`src/rtl/cdsu_pkg.sv`:
```
// Shared types, codes and widths for the calendar date stepper.
package cdsu_pkg;

    localparam int CDS_COUNT_WIDTH = 16;
    localparam int CDS_MAX_YEAR    = 9999;

    localparam int DAY_W  = 5;
    localparam int MON_W  = 4;
    localparam int YEAR_W = 14;

    typedef enum logic [1:0] {
        MODE_LOAD = 2'd0,
        MODE_ADD  = 2'd1,
        MODE_SUB  = 2'd2,
        MODE_CMP  = 2'd3
    } t_mode;

    typedef enum logic [1:0] {
        STS_OK       = 2'd0,
        STS_BAD_DATE = 2'd1,
        STS_CLAMP    = 2'd2
    } t_status;

    localparam logic signed [1:0] ORDER_EQ      = 2'sb00;
    localparam logic signed [1:0] ORDER_LATER   = 2'sb01;
    localparam logic signed [1:0] ORDER_EARLIER = 2'sb11;

    localparam logic [MON_W-1:0]  MONTH_JAN = 4'd1;
    localparam logic [MON_W-1:0]  MONTH_FEB = 4'd2;
    localparam logic [MON_W-1:0]  MONTH_DEC = 4'd12;
    localparam logic [DAY_W-1:0]  DAY_FIRST = 5'd1;
    localparam logic [DAY_W-1:0]  DAY_LAST  = 5'd31;
    localparam logic [YEAR_W-1:0] YEAR_FIRST = 14'd1;

    // controller to datapath
    typedef struct packed {
        logic capture;
        logic exec;
        logic step;
        logic out_load;
    } t_dp_cmd;

    // datapath to controller
    typedef struct packed {
        t_mode mode;
        logic  walk_done;
        logic  out_free;
    } t_dp_sts;

endpackage

```
`src/rtl/calendar_date_stepper_unit.sv`:
```
// calendar_date_stepper_unit: top level of the Gregorian date stepper.
// Load and compare: result registered after the prep, exec and finish states.
// Add and subtract: the walk state lies between exec and finish, where the
// datapath walks one month per cycle until the remaining days fit or a range end is hit.
// The next item is accepted once the result is in the output register.
// Synchronous active-low reset: date returns to 01/01/0001, output empty.
module calendar_date_stepper_unit import cdsu_pkg::*; #(
    parameter int COUNT_WIDTH = CDS_COUNT_WIDTH,
    parameter int MAX_YEAR    = CDS_MAX_YEAR
) (
    input  logic                   i_clk,
    input  logic                   i_rst_n,
    input  logic                   i_in_valid,
    output logic                   o_in_stall,
    input  logic [1:0]             i_mode,
    input  logic [DAY_W-1:0]       i_in_day,
    input  logic [MON_W-1:0]       i_in_month,
    input  logic [YEAR_W-1:0]      i_in_year,
    input  logic [COUNT_WIDTH-1:0] i_day_count,
    output logic                   o_out_valid,
    input  logic                   i_out_stall,
    output logic [DAY_W-1:0]       o_out_day,
    output logic [MON_W-1:0]       o_out_month,
    output logic [YEAR_W-1:0]      o_out_year,
    output logic signed [1:0]      o_order,
    output logic [1:0]             o_status
);

    t_dp_cmd dp_cmd;
    t_dp_sts dp_sts;

    cdsu_ctrl u_ctrl (
        .i_clk      (i_clk),
        .i_rst_n    (i_rst_n),
        .i_in_valid (i_in_valid),
        .o_in_stall (o_in_stall),
        .i_sts      (dp_sts),
        .o_cmd      (dp_cmd)
    );

    cdsu_dp #(
        .COUNT_WIDTH (COUNT_WIDTH),
        .MAX_YEAR    (MAX_YEAR)
    ) u_dp (
        .i_clk       (i_clk),
        .i_rst_n     (i_rst_n),
        .i_mode      (i_mode),
        .i_in_day    (i_in_day),
        .i_in_month  (i_in_month),
        .i_in_year   (i_in_year),
        .i_day_count (i_day_count),
        .i_out_stall (i_out_stall),
        .i_cmd       (dp_cmd),
        .o_sts       (dp_sts),
        .o_out_valid (o_out_valid),
        .o_out_day   (o_out_day),
        .o_out_month (o_out_month),
        .o_out_year  (o_out_year),
        .o_order     (o_order),
        .o_status    (o_status)
    );

endmodule

```
`src/rtl/cdsu_ctrl.sv`:
```
// Sequencing state machine for the calendar date stepper.
module cdsu_ctrl import cdsu_pkg::*; (
    input  logic    i_clk,
    input  logic    i_rst_n,
    input  logic    i_in_valid,
    output logic    o_in_stall,
    input  t_dp_sts i_sts,
    output t_dp_cmd o_cmd
);

    typedef enum logic [4:0] {
        ST_IDLE = 5'b00001,
        ST_PREP = 5'b00010,
        ST_EXEC = 5'b00100,
        ST_WALK = 5'b01000,
        ST_FIN  = 5'b10000
    } t_state;

    t_state r_state;
    t_state n_state;

    always_comb begin
        o_cmd      = '0;
        n_state    = r_state;
        o_in_stall = (r_state != ST_IDLE);
        case (r_state)
            ST_IDLE: begin
                if (i_in_valid) begin
                    o_cmd.capture = 1'b1;
                    n_state       = ST_PREP;
                end
            end
            // let the leap flag of the given year settle
            ST_PREP: begin
                n_state = ST_EXEC;
            end
            ST_EXEC: begin
                o_cmd.exec = 1'b1;
                if (i_sts.mode == MODE_ADD || i_sts.mode == MODE_SUB) begin
                    n_state = ST_WALK;
                end else begin
                    n_state = ST_FIN;
                end
            end
            ST_WALK: begin
                o_cmd.step = 1'b1;
                if (i_sts.walk_done) begin
                    n_state = ST_FIN;
                end
            end
            // hold until the output register has room
            ST_FIN: begin
                if (i_sts.out_free) begin
                    o_cmd.out_load = 1'b1;
                    n_state        = ST_IDLE;
                end
            end
            default: begin
                n_state = ST_IDLE;
            end
        endcase
    end

    always_ff @(posedge i_clk) begin
        if (!i_rst_n) begin
            r_state <= ST_IDLE;
        end else begin
            r_state <= n_state;
        end
    end

endmodule

```
`src/rtl/cdsu_dp.sv`:
```
// Date registers, month walk, load check, compare and output register.
module cdsu_dp import cdsu_pkg::*; #(
    parameter int COUNT_WIDTH = CDS_COUNT_WIDTH,
    parameter int MAX_YEAR    = CDS_MAX_YEAR
) (
    input  logic                    i_clk,
    input  logic                    i_rst_n,
    input  logic [1:0]              i_mode,
    input  logic [DAY_W-1:0]        i_in_day,
    input  logic [MON_W-1:0]        i_in_month,
    input  logic [YEAR_W-1:0]       i_in_year,
    input  logic [COUNT_WIDTH-1:0]  i_day_count,
    input  logic                    i_out_stall,
    input  t_dp_cmd                 i_cmd,
    output t_dp_sts                 o_sts,
    output logic                    o_out_valid,
    output logic [DAY_W-1:0]        o_out_day,
    output logic [MON_W-1:0]        o_out_month,
    output logic [YEAR_W-1:0]       o_out_year,
    output logic signed [1:0]       o_order,
    output logic [1:0]              o_status
);

    localparam int REM_W = (COUNT_WIDTH > DAY_W + 1) ? COUNT_WIDTH : DAY_W + 1;
    localparam logic [YEAR_W-1:0] YEAR_LAST = YEAR_W'(MAX_YEAR);
    localparam int PROD_W = YEAR_W + 13;
    localparam int RECIP_SHIFT = 19;

    // y / 100 as a multiply by 5243 / 2^19, exact for any 14-bit year
    function automatic logic f_leap(input logic [YEAR_W-1:0] y);
        logic [PROD_W-1:0] prod;
        logic [PROD_W-RECIP_SHIFT-1:0] q;
        logic [YEAR_W-1:0] rem;
        logic cent;
        prod = PROD_W'(y) * PROD_W'(13'd5243);
        q    = prod[PROD_W-1:RECIP_SHIFT];
        rem  = y - (YEAR_W'({q, 6'b0}) + YEAR_W'({q, 5'b0}) + YEAR_W'({q, 2'b0}));
        cent = (rem == '0);
        return ((y[1:0] == 2'b00) && !cent) || (cent && (q[1:0] == 2'b00));
    endfunction

    function automatic logic [DAY_W-1:0] f_month_len(input logic [MON_W-1:0] m,
                                                     input logic leap);
        logic [DAY_W-1:0] len;
        case (m) inside
            4'd1, 4'd3, 4'd5, 4'd7, 4'd8, 4'd10, 4'd12: len = 5'd31;
            4'd4, 4'd6, 4'd9, 4'd11:                    len = 5'd30;
            MONTH_FEB:                                  len = leap ? 5'd29 : 5'd28;
            default:                                    len = '0;
        endcase
        return len;
    endfunction

    // stored date
    logic [DAY_W-1:0]  r_day,   n_day;
    logic [MON_W-1:0]  r_month, n_month;
    logic [YEAR_W-1:0] r_year,  n_year;
    logic              r_leap;

    // item under work
    t_mode             r_mode;
    logic [DAY_W-1:0]  r_in_day;
    logic [MON_W-1:0]  r_in_month;
    logic [YEAR_W-1:0] r_in_year;
    logic              r_in_leap;
    logic [REM_W-1:0]  r_rem,    n_rem;
    logic signed [1:0] r_order,  n_order;
    t_status           r_status, n_status;

    // result register
    logic              r_out_valid;
    logic [DAY_W-1:0]  r_out_day;
    logic [MON_W-1:0]  r_out_month;
    logic [YEAR_W-1:0] r_out_year;
    logic signed [1:0] r_out_order;
    t_status           r_out_status;

    logic [DAY_W-1:0]  cur_len;
    logic [DAY_W-1:0]  prev_len;
    logic [MON_W-1:0]  prev_month;
    logic [DAY_W-1:0]  left;
    logic              add_fits;
    logic              sub_fits;
    logic              at_last;
    logic              at_first;
    logic              load_ok;
    logic              walk_done;
    logic              out_free;

    always_comb begin
        cur_len    = f_month_len(r_month, r_leap);
        prev_month = (r_month == MONTH_JAN) ? MONTH_DEC : r_month - MON_W'(1);
        prev_len   = f_month_len(prev_month, r_leap);
        left       = cur_len - r_day;
        add_fits   = (r_rem <= REM_W'(left));
        sub_fits   = (r_rem < REM_W'(r_day));
        at_last    = (r_month == MONTH_DEC) && (r_year == YEAR_LAST);
        at_first   = (r_month == MONTH_JAN) && (r_year == YEAR_FIRST);
        load_ok    = (r_in_month >= MONTH_JAN) && (r_in_month <= MONTH_DEC) &&
                     (r_in_year >= YEAR_FIRST) && (r_in_year <= YEAR_LAST) &&
                     (r_in_day >= DAY_FIRST) &&
                     (r_in_day <= f_month_len(r_in_month, r_in_leap));
        walk_done  = (r_mode == MODE_ADD) ? (add_fits || at_last) : (sub_fits || at_first);
        out_free   = !r_out_valid || !i_out_stall;
    end

    assign o_sts.mode      = r_mode;
    assign o_sts.walk_done = walk_done;
    assign o_sts.out_free  = out_free;

    always_comb begin
        n_day    = r_day;
        n_month  = r_month;
        n_year   = r_year;
        n_rem    = r_rem;
        n_order  = r_order;
        n_status = r_status;
        if (i_cmd.capture) begin
            n_rem = REM_W'(i_day_count);
        end
        if (i_cmd.exec) begin
            n_order  = ORDER_EQ;
            n_status = STS_OK;
            if (r_mode == MODE_LOAD) begin
                if (load_ok) begin
                    n_day   = r_in_day;
                    n_month = r_in_month;
                    n_year  = r_in_year;
                end else begin
                    n_status = STS_BAD_DATE;
                end
            end else if (r_mode == MODE_CMP) begin
                if ({r_year, r_month, r_day} < {r_in_year, r_in_month, r_in_day}) begin
                    n_order = ORDER_EARLIER;
                end else if ({r_year, r_month, r_day} > {r_in_year, r_in_month, r_in_day}) begin
                    n_order = ORDER_LATER;
                end
            end
        end
        if (i_cmd.step) begin
            if (r_mode == MODE_ADD) begin
                if (add_fits) begin
                    n_day = r_day + r_rem[DAY_W-1:0];
                end else if (at_last) begin
                    n_day    = DAY_LAST;
                    n_month  = MONTH_DEC;
                    n_year   = YEAR_LAST;
                    n_status = STS_CLAMP;
                end else begin
                    // advance to the first of the next month
                    n_rem = r_rem - (REM_W'(left) + REM_W'(1));
                    n_day = DAY_FIRST;
                    if (r_month == MONTH_DEC) begin
                        n_month = MONTH_JAN;
                        n_year  = r_year + YEAR_W'(1);
                    end else begin
                        n_month = r_month + MON_W'(1);
                    end
                end
            end else begin
                if (sub_fits) begin
                    n_day = r_day - r_rem[DAY_W-1:0];
                end else if (at_first) begin
                    n_day    = DAY_FIRST;
                    n_month  = MONTH_JAN;
                    n_year   = YEAR_FIRST;
                    n_status = STS_CLAMP;
                end else begin
                    // drop back to the last day of the previous month
                    n_rem   = r_rem - REM_W'(r_day);
                    n_month = prev_month;
                    n_day   = prev_len;
                    if (r_month == MONTH_JAN) begin
                        n_year = r_year - YEAR_W'(1);
                    end
                end
            end
        end
    end

    always_ff @(posedge i_clk) begin
        if (!i_rst_n) begin
            r_day       <= DAY_FIRST;
            r_month     <= MONTH_JAN;
            r_year      <= YEAR_FIRST;
            r_out_valid <= 1'b0;
        end else begin
            r_day       <= n_day;
            r_month     <= n_month;
            r_year      <= n_year;
            r_out_valid <= i_cmd.out_load || (r_out_valid && i_out_stall);
        end
    end

    always_ff @(posedge i_clk) begin
        r_leap    <= f_leap(r_year);
        r_in_leap <= f_leap(r_in_year);
        r_rem     <= n_rem;
        r_order   <= n_order;
        r_status  <= n_status;
        if (i_cmd.capture) begin
            r_mode     <= t_mode'(i_mode);
            r_in_day   <= i_in_day;
            r_in_month <= i_in_month;
            r_in_year  <= i_in_year;
        end
        if (i_cmd.out_load) begin
            r_out_day    <= r_day;
            r_out_month  <= r_month;
            r_out_year   <= r_year;
            r_out_order  <= r_order;
            r_out_status <= r_status;
        end
    end

    assign o_out_valid = r_out_valid;
    assign o_out_day   = r_out_day;
    assign o_out_month = r_out_month;
    assign o_out_year  = r_out_year;
    assign o_order     = r_out_order;
    assign o_status    = r_out_status;

    a_rem_shrinks: assert property (@(posedge i_clk) disable iff (!i_rst_n)
        i_cmd.step && !walk_done |=> r_rem < $past(r_rem))
        else $error("month walk did not consume days");

    a_bad_load_keeps: assert property (@(posedge i_clk) disable iff (!i_rst_n)
        i_cmd.exec && (r_mode == MODE_LOAD) && !load_ok |=> $stable({r_day, r_month, r_year}))
        else $error("rejected load changed the stored date");

    a_clamp_at_end: assert property (@(posedge i_clk) disable iff (!i_rst_n)
        r_out_valid && (r_out_status == STS_CLAMP) |->
            ((r_out_day == DAY_LAST) && (r_out_month == MONTH_DEC) &&
             (r_out_year == YEAR_LAST)) ||
            ((r_out_day == DAY_FIRST) && (r_out_month == MONTH_JAN) &&
             (r_out_year == YEAR_FIRST)))
        else $error("clamped result is not an end of the year range");

    a_order_ok: assert property (@(posedge i_clk) disable iff (!i_rst_n)
        r_out_valid && (r_out_order != ORDER_EQ) |-> (r_out_status == STS_OK))
        else $error("nonzero order with error status");

endmodule

```
`config.mk`:
```
export PLATFORM = sky130hd
export DESIGN_NAME = calendar_date_stepper_unit
export DESIGN_NICKNAME = d
export VERILOG_FILES = /design/src/rtl/cdsu_pkg.sv /design/src/rtl/calendar_date_stepper_unit.sv /design/src/rtl/cdsu_ctrl.sv /design/src/rtl/cdsu_dp.sv
export SDC_FILE = /design/constraint.sdc
export NUM_CORES = 1
export LEC_CHECK = 0
export ABC_AREA = 1
export BUFFER_PORTS_ARGS = -buffer_cell sky130_fd_sc_hd__clkbuf_2
export CAP_MARGIN = 20
export CORE_MARGIN = 2
export CORE_UTILIZATION = 66
export CTS_BUF_LIST = sky130_fd_sc_hd__clkbuf_2 sky130_fd_sc_hd__clkbuf_4 sky130_fd_sc_hd__clkbuf_8
export CTS_CLUSTER_DIAMETER = 150
export DETAILED_ROUTE_END_ITERATION = 8
export PLACE_DENSITY = 0.95
export SLEW_MARGIN = 0
export SYNTH_ARGS = -nofsm -noshare
export SYNTH_HDL_FRONTEND = slang
export SYNTH_SLANG_ARGS = --single-unit
```
`constraint.sdc`:
```
create_clock -name i_clk -period 7.9 [get_ports i_clk]
set_input_delay 0.395 -clock i_clk [delete_from_list [all_inputs] [get_ports i_clk]]
set_output_delay 0.395 -clock i_clk [all_outputs]
set_load 0.03 [all_outputs]
```
==> impl_metrics.yaml, run 1 <==
cts:
  clk_pin_slew_worst_paths_ps: 150
  cts.sinks: 103
  clock-root-buffer: "clkbuf_8"
  numCtsBuffers: 9
  clkLatencyLatePin_ps: 420
  hold_buffers: 0
  cts_tree: "built"
  htreeDepth: 3
  clockBufferDepth: 2
setup_path:
  crit_top_cell: "nand2_1"
  required_ps: 8240
  cp_slowest_cell: "edfxtp_1"
  end_kind: "register"
  startpoint_type: "register"
  crit_arrival_ps: 7830
  worstPathMaxFanout: 10
  worst_path_largest_cell_delay_ps: 730
  critPathKind: "register to register"
placed_design:
  routabilityCongestion: 0.970
  port_buffers: 73
  dp_hpwl_um: 42900
yosys:
  yosys.area.top_type: "ha_1"
  yosys_warnings: 0
  ys_seq_area_frac: 0.143
  syn_area_mm2: 0.0181
  ys_async_sr_fraction: 0
  yosys-top-cells-area: "ha_1 23%, fa_1 16%, nand2_1 11%"
  synth-main-ff-cell: "edfxtp_1"
  synth_cell_type_count: 56
  yosys.area.top_type_share: 0.235
  syn-mean-instance-area_um2: 7.50
  syn_inst: 2417
  synth-seq-cells: 103
  syn_nets: 2947
  synth_edf_count: 54
grt:
  antenna_found_initial: 0
  met1_usage: 0.467
  gr-total-overflow: 0
  grt_pass1_vias: 17000
  grt_pass1_wl_um: 85000
  met3_usage: 0.0774
  met2_usage: 0.617
  grt_use_total: 0.374
  grt_max_degree: 50
  grt-busiest-layer: "met2"
sta:
  tns_ps: 0
  period_share: 0.949
  relSlewSlack: 0.324
  period_minus_slack_ps: 7500
  max_freq_ghz: 0.133
  slew_viol_final: 0
  setup_violations: 0
  rsz0062_at_grt: "false"
  hold_viol: 0
  worst_slew_pin_slew_ps: 1010
  skew_ps: 36.3
layout:
  area_delta_synth_final_pct: 5.42
  diodes: 0
  final_nets: 3022
  final_util: 0.710
  fill_cells: 2138
  seq_area_mm2: 0.00261
  drive_gt1_frac: 0.0733
  multi_input_area_mm2: 0.0135
flow_run:
  drv_cap: 0
detailed_routing:
  drt_iter0_drc: 1724
  wl_per_cell_um: 18.7
  routed_wl_um: 53000
  drtPass1Iterations: 9
  drc: 15
  vias_per_cell: 6.03
  ant_nets: 0
  vias: 17100
floorplanning:
  start_util: 0.673
  core_area_mm2: 0.0270
  chipWidth_um: 170
  std_cell_rows: 60
  die_area_mm2: 0.0288
  ios: 74
  die_y_um: 170
outcome:
  status: "complete, but fails checks"
  violations: "design-rule violations"
power_and_ir_drop:
  max-vdd-ir-drop_v: 0.00100
  leakagePower_uw: 0.0108
  powerDensity_mw_per_mm2: 371
  p_total_uw: 7090
min_path:
  hold_class: "primary input to register"
[sequential cells by signal, summed over array words and instances (netlist names)]
signal            flops
u_dp.r_mode           2
u_dp.o_status         2
u_dp.r_in_day         5
u_dp.r_month          4
u_dp.r_year          14
u_dp.r_leap           1
u_dp.o_out_valid      1
u_dp.r_in_leap        1
u_dp.r_order          2
u_dp.o_out_month      4
u_dp.r_status         2
u_dp.r_in_month       4
u_dp.r_in_year       14
u_dp.o_out_year      14
u_ctrl.r_state        5
u_dp.r_rem           16
u_dp.o_out_day        5
u_dp.o_order          2
u_dp.r_day            5
[metrics by stage]
| stage | instances | hold WS [ps] | cell area [um^2] | setup slack [ps] |
|---|---|---|---|---|
| floorplan | 2417 | 400 | 18100 | 1460 |
| global placement | 2819 | 402 | 18900 | 684 |
| detailed placement | 2819 | 423 | 18900 | 482 |
| CTS | 2835 | 139 | 19100 | 467 |
| global route | 2838 | 127 | 19100 | 33.6 |
| finish | 2838 | 134 | 19100 | 403 |
[cell usage after synthesis, types with 2 or more instances]
master and number:
a211oi_1 3, a21boi_0 3, a21o_1 12, a21oi_1 105
a21oi_2 2, a22o_1 2, a31oi_1 11, and3_1 2
buf_2 10, buf_4 4, buf_6 6, clkbuf_1 9
dfxtp_1 49, edfxtp_1 54, fa_1 145, ha_1 340
inv_1 471, inv_2 14, inv_4 2, nand2_1 509
nand2_2 13, nand2_4 7, nand3_1 175, nand3_2 4
nand3b_1 2, nand4_1 46, nand4_2 2, nor2_1 160
nor2_2 7, nor2_4 5, nor3_1 22, nor4_1 4
o211ai_1 14, o21a_1 3, o21ai_0 105, o21ai_1 12
o21ai_2 3, o21bai_1 8, or2_0 2, or2_2 5
xnor2_1 14, xor2_1 37
[layer usage]
metal | routed length [um] | part of all wire
met5 | 0 | 0
met4 | 2910 | 0.055
met3 | 5100 | 0.096
met2 | 24500 | 0.46
met1 | 20500 | 0.39
[worst paths after layout]
kind	from	to	slack, ps	cells after the start
min reg2reg	u_dp.r_status[0]$_DFF_P_	u_dp.o_status[0]$_DFFE_PP_	450	0
max reg2reg	u_dp.r_in_year[9]$_DFFE_PP_	u_dp.r_in_leap$_DFF_P_	400	32
min	i_in_year[1]	u_dp.r_in_year[1]$_DFFE_PP_	130	1
max	u_dp.r_in_year[9]$_DFFE_PP_	u_dp.r_in_leap$_DFF_P_	400	32
[logic make-up (layout without fill, tap and decap cells)]
| group | after synthesis | in the layout | synth area share |
|---|---|---|---|
| AOI/OAI and AO/OA | 289 | 289 | 0.0889 |
| DFF | 103 | 103 | 0.143 |
| adders and majority gates | 485 | 485 | 0.395 |
| buffers and inverters | 518 | 598 | 0.112 |
| and+or+nand+nor | 970 | 970 | 0.236 |
| xor gates and xnor gates | 52 | 52 | 0.0255 |
[critical path, delay by kind of cell, from the launching register on]
kind            cells  cell delay [ps]
simple gates       14             1900
compound gates      2              460
xor+xnor            1              140
flops               1              730
fa+ha+maj           9             3870
buf+inv             6              330
[cell usage in the layout, fill, tap and decap left out, types with 4 or more instances in the layout]
cell type  instances
o211ai_1          14
o21bai_1           8
nor2_4             5
inv_1            471
a31oi_1           11
nand3_1          175
nand4_1           46
or2_2              5
clkbuf_2          73
nand2_1          509
fa_1             145
nand2_2           13
a21oi_1          105
dfxtp_2            4
buf_4             21
inv_2             14
nor3_1            22
edfxtp_1          54
nor2_1           159
nor4_1             4
xor2_1            37
dfxtp_1           45
xnor2_1           14
o21ai_1           12
nand2_4            7
clkbuf_8           9
nand3_2            4
nor2_2             8
o21ai_0          105
ha_1             340
a21o_1            12
[power breakdown]
part	internal [uW]	switching, uW	leakage [uW]
clock network	132	255	0.000107
registers	597	57.6	0.000933
logic	2180	3870	0.00978
total	2910	4180	0.0108
[cell type report]
class,instances,share of cell area
timing repair buffer,94,0.0274
clock buffer,9,0.00648
sequential,103,0.136
multi-input combinational,1796,0.707
clock inverter,7,0.00465
tap,341,0.0223
inverter,488,0.0961
[repair_timing]
item,CTS,global route
setup endpoints to repair,0,2
resized for setup,0,4
setup buffers,0,3
Power figures use the tool's default switching activity.
==> inputs of run 2 (changes only) <==
--- a/config.mk
+++ b/config.mk
@@ -5,11 +5,12 @@
 export SDC_FILE = /design/constraint.sdc
 export NUM_CORES = 1
 export LEC_CHECK = 0
-export ABC_AREA = 1
 export BUFFER_PORTS_ARGS = -buffer_cell sky130_fd_sc_hd__clkbuf_2
 export CAP_MARGIN = 20
+export CELL_PAD_IN_SITES_DETAIL_PLACEMENT = 1
+export CELL_PAD_IN_SITES_GLOBAL_PLACEMENT = 1
 export CORE_MARGIN = 2
-export CORE_UTILIZATION = 66
+export CORE_UTILIZATION = 55
 export CTS_BUF_LIST = sky130_fd_sc_hd__clkbuf_2 sky130_fd_sc_hd__clkbuf_4 sky130_fd_sc_hd__clkbuf_8
 export CTS_CLUSTER_DIAMETER = 150
 export DETAILED_ROUTE_END_ITERATION = 8
==> constraint.sdc (replaced) <==
create_clock -name i_clk -period 9.64 [get_ports i_clk]
set_input_delay 0.482 -clock i_clk [delete_from_list [all_inputs] [get_ports i_clk]]
set_output_delay 0.482 -clock i_clk [all_outputs]
set_load 0.03 [all_outputs]
==> run 2 against run 1 <==
Against the previous run:
- the flow now finishes without violations
- final area is 10% lower
- first-iteration DRC count is 25% lower
- clock power is 15% lower
- register-to-register slack better by 140 ps
- largest cell class unchanged
==> impl_metrics.yaml, run 2 <==
outcome:
  status: "finished, final reports clean"
placed_design:
  routabilityCongestion: 0.914
  dp.cells: 2152
  port_buffers: 73
  dp_hpwl_um: 45300
layout:
  largest_reg_flops: 16
  drive_gt1_frac: 0.0784
  final_common_cell: "ha_1"
  diodes: 0
  regMostFlops: "u_dp.r_rem"
  stdcell_count: 2170
  final_nets: 2311
  mostFrequentLayoutCells: "340 x ha_1, 292 x inv_1, 145 x fa_1, 90 x a21oi_1, 89 x nand2_1"
  area_delta_synth_final_pct: 6.41
yosys:
  ys_async_sr_fraction: 0
  synth_cell_type_count: 85
  yosys_warnings: 0
  yosys-top-cells-count: "340 x ha_1, 293 x inv_1, 145 x fa_1, 91 x a21oi_1, 89 x nand2_1"
  synth-seq-cells: 103
  syn_area_mm2: 0.0161
  yosys-top-cells-area: "ha_1 26%, fa_1 18%, edfxtp_1 10%"
  synth-main-ff-cell: "edfxtp_1"
  yosys.area.top_type_share: 0.264
  yosys.area.top_type: "ha_1"
  syn_inst: 1718
  ys_seq_area_frac: 0.161
  syn_nets: 2248
  yosysMostFrequentCell: "ha_1"
  synth_edf_count: 54
  syn-mean-instance-area_um2: 9.39
sta:
  max_freq_ghz: 0.110
  setup_violations: 0
  slew_viol_final: 0
  period_minus_slack_ps: 9100
  period_share: 0.944
  tns_ps: 0
  skew_ps: 30.3
  relSlewSlack: 0.261
  worst_slew_pin_slew_ps: 1100
  rsz0062_at_grt: "false"
  hold_viol: 0
cts:
  numCtsBuffers: 9
  post_cts_buffers: 0
  cts_tree: "built"
  clockBufferDepth: 2
  clk_pin_slew_worst_paths_ps: 130
  clock-root-buffer: "clkbuf_8"
  hold_buffers: 0
  cts.sinks: 103
  cts.repair.resized: 0
  clkLatencyLatePin_ps: 440
  htreeDepth: 3
floorplanning:
  ios: 74
  die_area_mm2: 0.0307
  chipWidth_um: 175
  std_cell_rows: 62
  core_area_mm2: 0.0288
  start_util: 0.560
  die_y_um: 175
detailed_routing:
  drc: 0
  vias: 14300
  wl_per_cell_um: 25.9
  vias_per_cell: 6.61
  drtPass1Iterations: 5
  drt_iter0_drc: 1297
  ant_nets: 0
  routed_wl_um: 56300
grt:
  grt_pass1_wl_um: 88200
  met3_usage: 0.0616
  gr-total-overflow: 0
  grt-busiest-layer: "met2"
  met2_usage: 0.655
  met1_usage: 0.416
  grt_max_degree: 45
  grt_pass1_vias: 16000
  antenna_found_initial: 0
  grt_use_total: 0.371
setup_path:
  cp_slowest_cell: "dfxtp_1"
  critPathKind: "register to register"
  crit_arrival_ps: 9460
  required_ps: 10000
  rrSetupSlack_ps: 540
  crit_top_cell: "fa_1"
  end_kind: "register"
  worstPathMaxFanout: 10
  startpoint_type: "register"
  worst_path_largest_cell_delay_ps: 670
min_path:
  hold_class: "primary input to register"
power_and_ir_drop:
  max-vdd-ir-drop_v: 0.000502
  powerDensity_mw_per_mm2: 251
  leakagePower_uw: 0.00869
flow_run:
  drv_cap: 0
## run 2: cell count changes after synthesis, moves of 15 or more
cell,delta
xor2_1,-18
mux2i_1,+30
nand3_1,-136
inv_1,-178
nor2_1,-86
nand2_1,-420
nand4_1,-36
clkbuf_1,+15
xnor2_1,+33
o21ai_0,-40
## run 2: cell type report
class                           count  area [um^2]
Clock inverter                      6         72.6
Tap cell                          384          480
Fill cell                        3299        11600
Multi-Input combinational cell   1288        12300
Timing Repair Buffer               85          479
Clock buffer                       10          131
Sequential cell                   103         2600
Inverter                          294         1100
## run 2: power breakdown
part | switching, uW | total (uW) | internal (uW)
clock network | 201 | 329 | 128
registers | 49.0 | 532 | 483
logic | 2070 | 3440 | 1370
## run 2: per-layer routing
metal,up-vias,part of all wire
met5,-,0
met4,0,0.065
met3,319,0.064
met2,788,0.50
met1,7142,0.37
li1,6091,-
## run 2: stage by stage
step / setup WS (ps) / hold WS (ps) / total power, uW / utilization / area (um^2)
after floorplan: 2210 / 400 / 2810 / - / 16100
after global placement: 1520 / 406 / 3320 / 0.588 / 16900
after detailed placement: 675 / 427 / 3840 / 0.588 / 16900
after CTS: 619 / 218 / 4200 / 0.595 / 17100
after global routing: 34.2 / 230 / 4630 / 0.596 / 17200
final: 541 / 211 / 4300 / 0.596 / 17200
## run 2: worst paths after layout
check	from	to	depth (start not counted)
setup / recovery	u_dp.r_year[4]$_SDFF_PN0_	u_dp.r_leap$_DFF_P_	28
hold reg to reg	u_dp.r_order[1]$_SDFFCE_PP0N_	u_dp.o_order[1]$_DFFE_PP_	0
hold / removal	i_in_year[8]	u_dp.r_in_year[8]$_DFFE_PP_	1
setup reg to reg	u_dp.r_year[4]$_SDFF_PN0_	u_dp.r_leap$_DFF_P_	28
## run 2: critical path, delay by kind of cell, from the launching register on
kind,cells,cell delay (ps)
XOR/XNOR,2,530
flip-flops,1,670
AO/OA/AOI/OAI,10,2920
buffers and inverters,4,490
adder cells (fa/ha/maj),9,3920
multiplexers,1,310
AND/OR/NAND/NOR,2,200
## run 2: kinds of logic after synthesis
group / after synthesis / share of synthesized area
adder cells (fa/ha/maj): 485 / 0.444
XOR/XNOR: 67 / 0.0369
buffers and inverters: 327 / 0.0776
AND/OR/NAND/NOR: 335 / 0.107
flip-flops: 103 / 0.161
multiplexers: 30 / 0.0186
AO/OA/AOI/OAI: 371 / 0.154
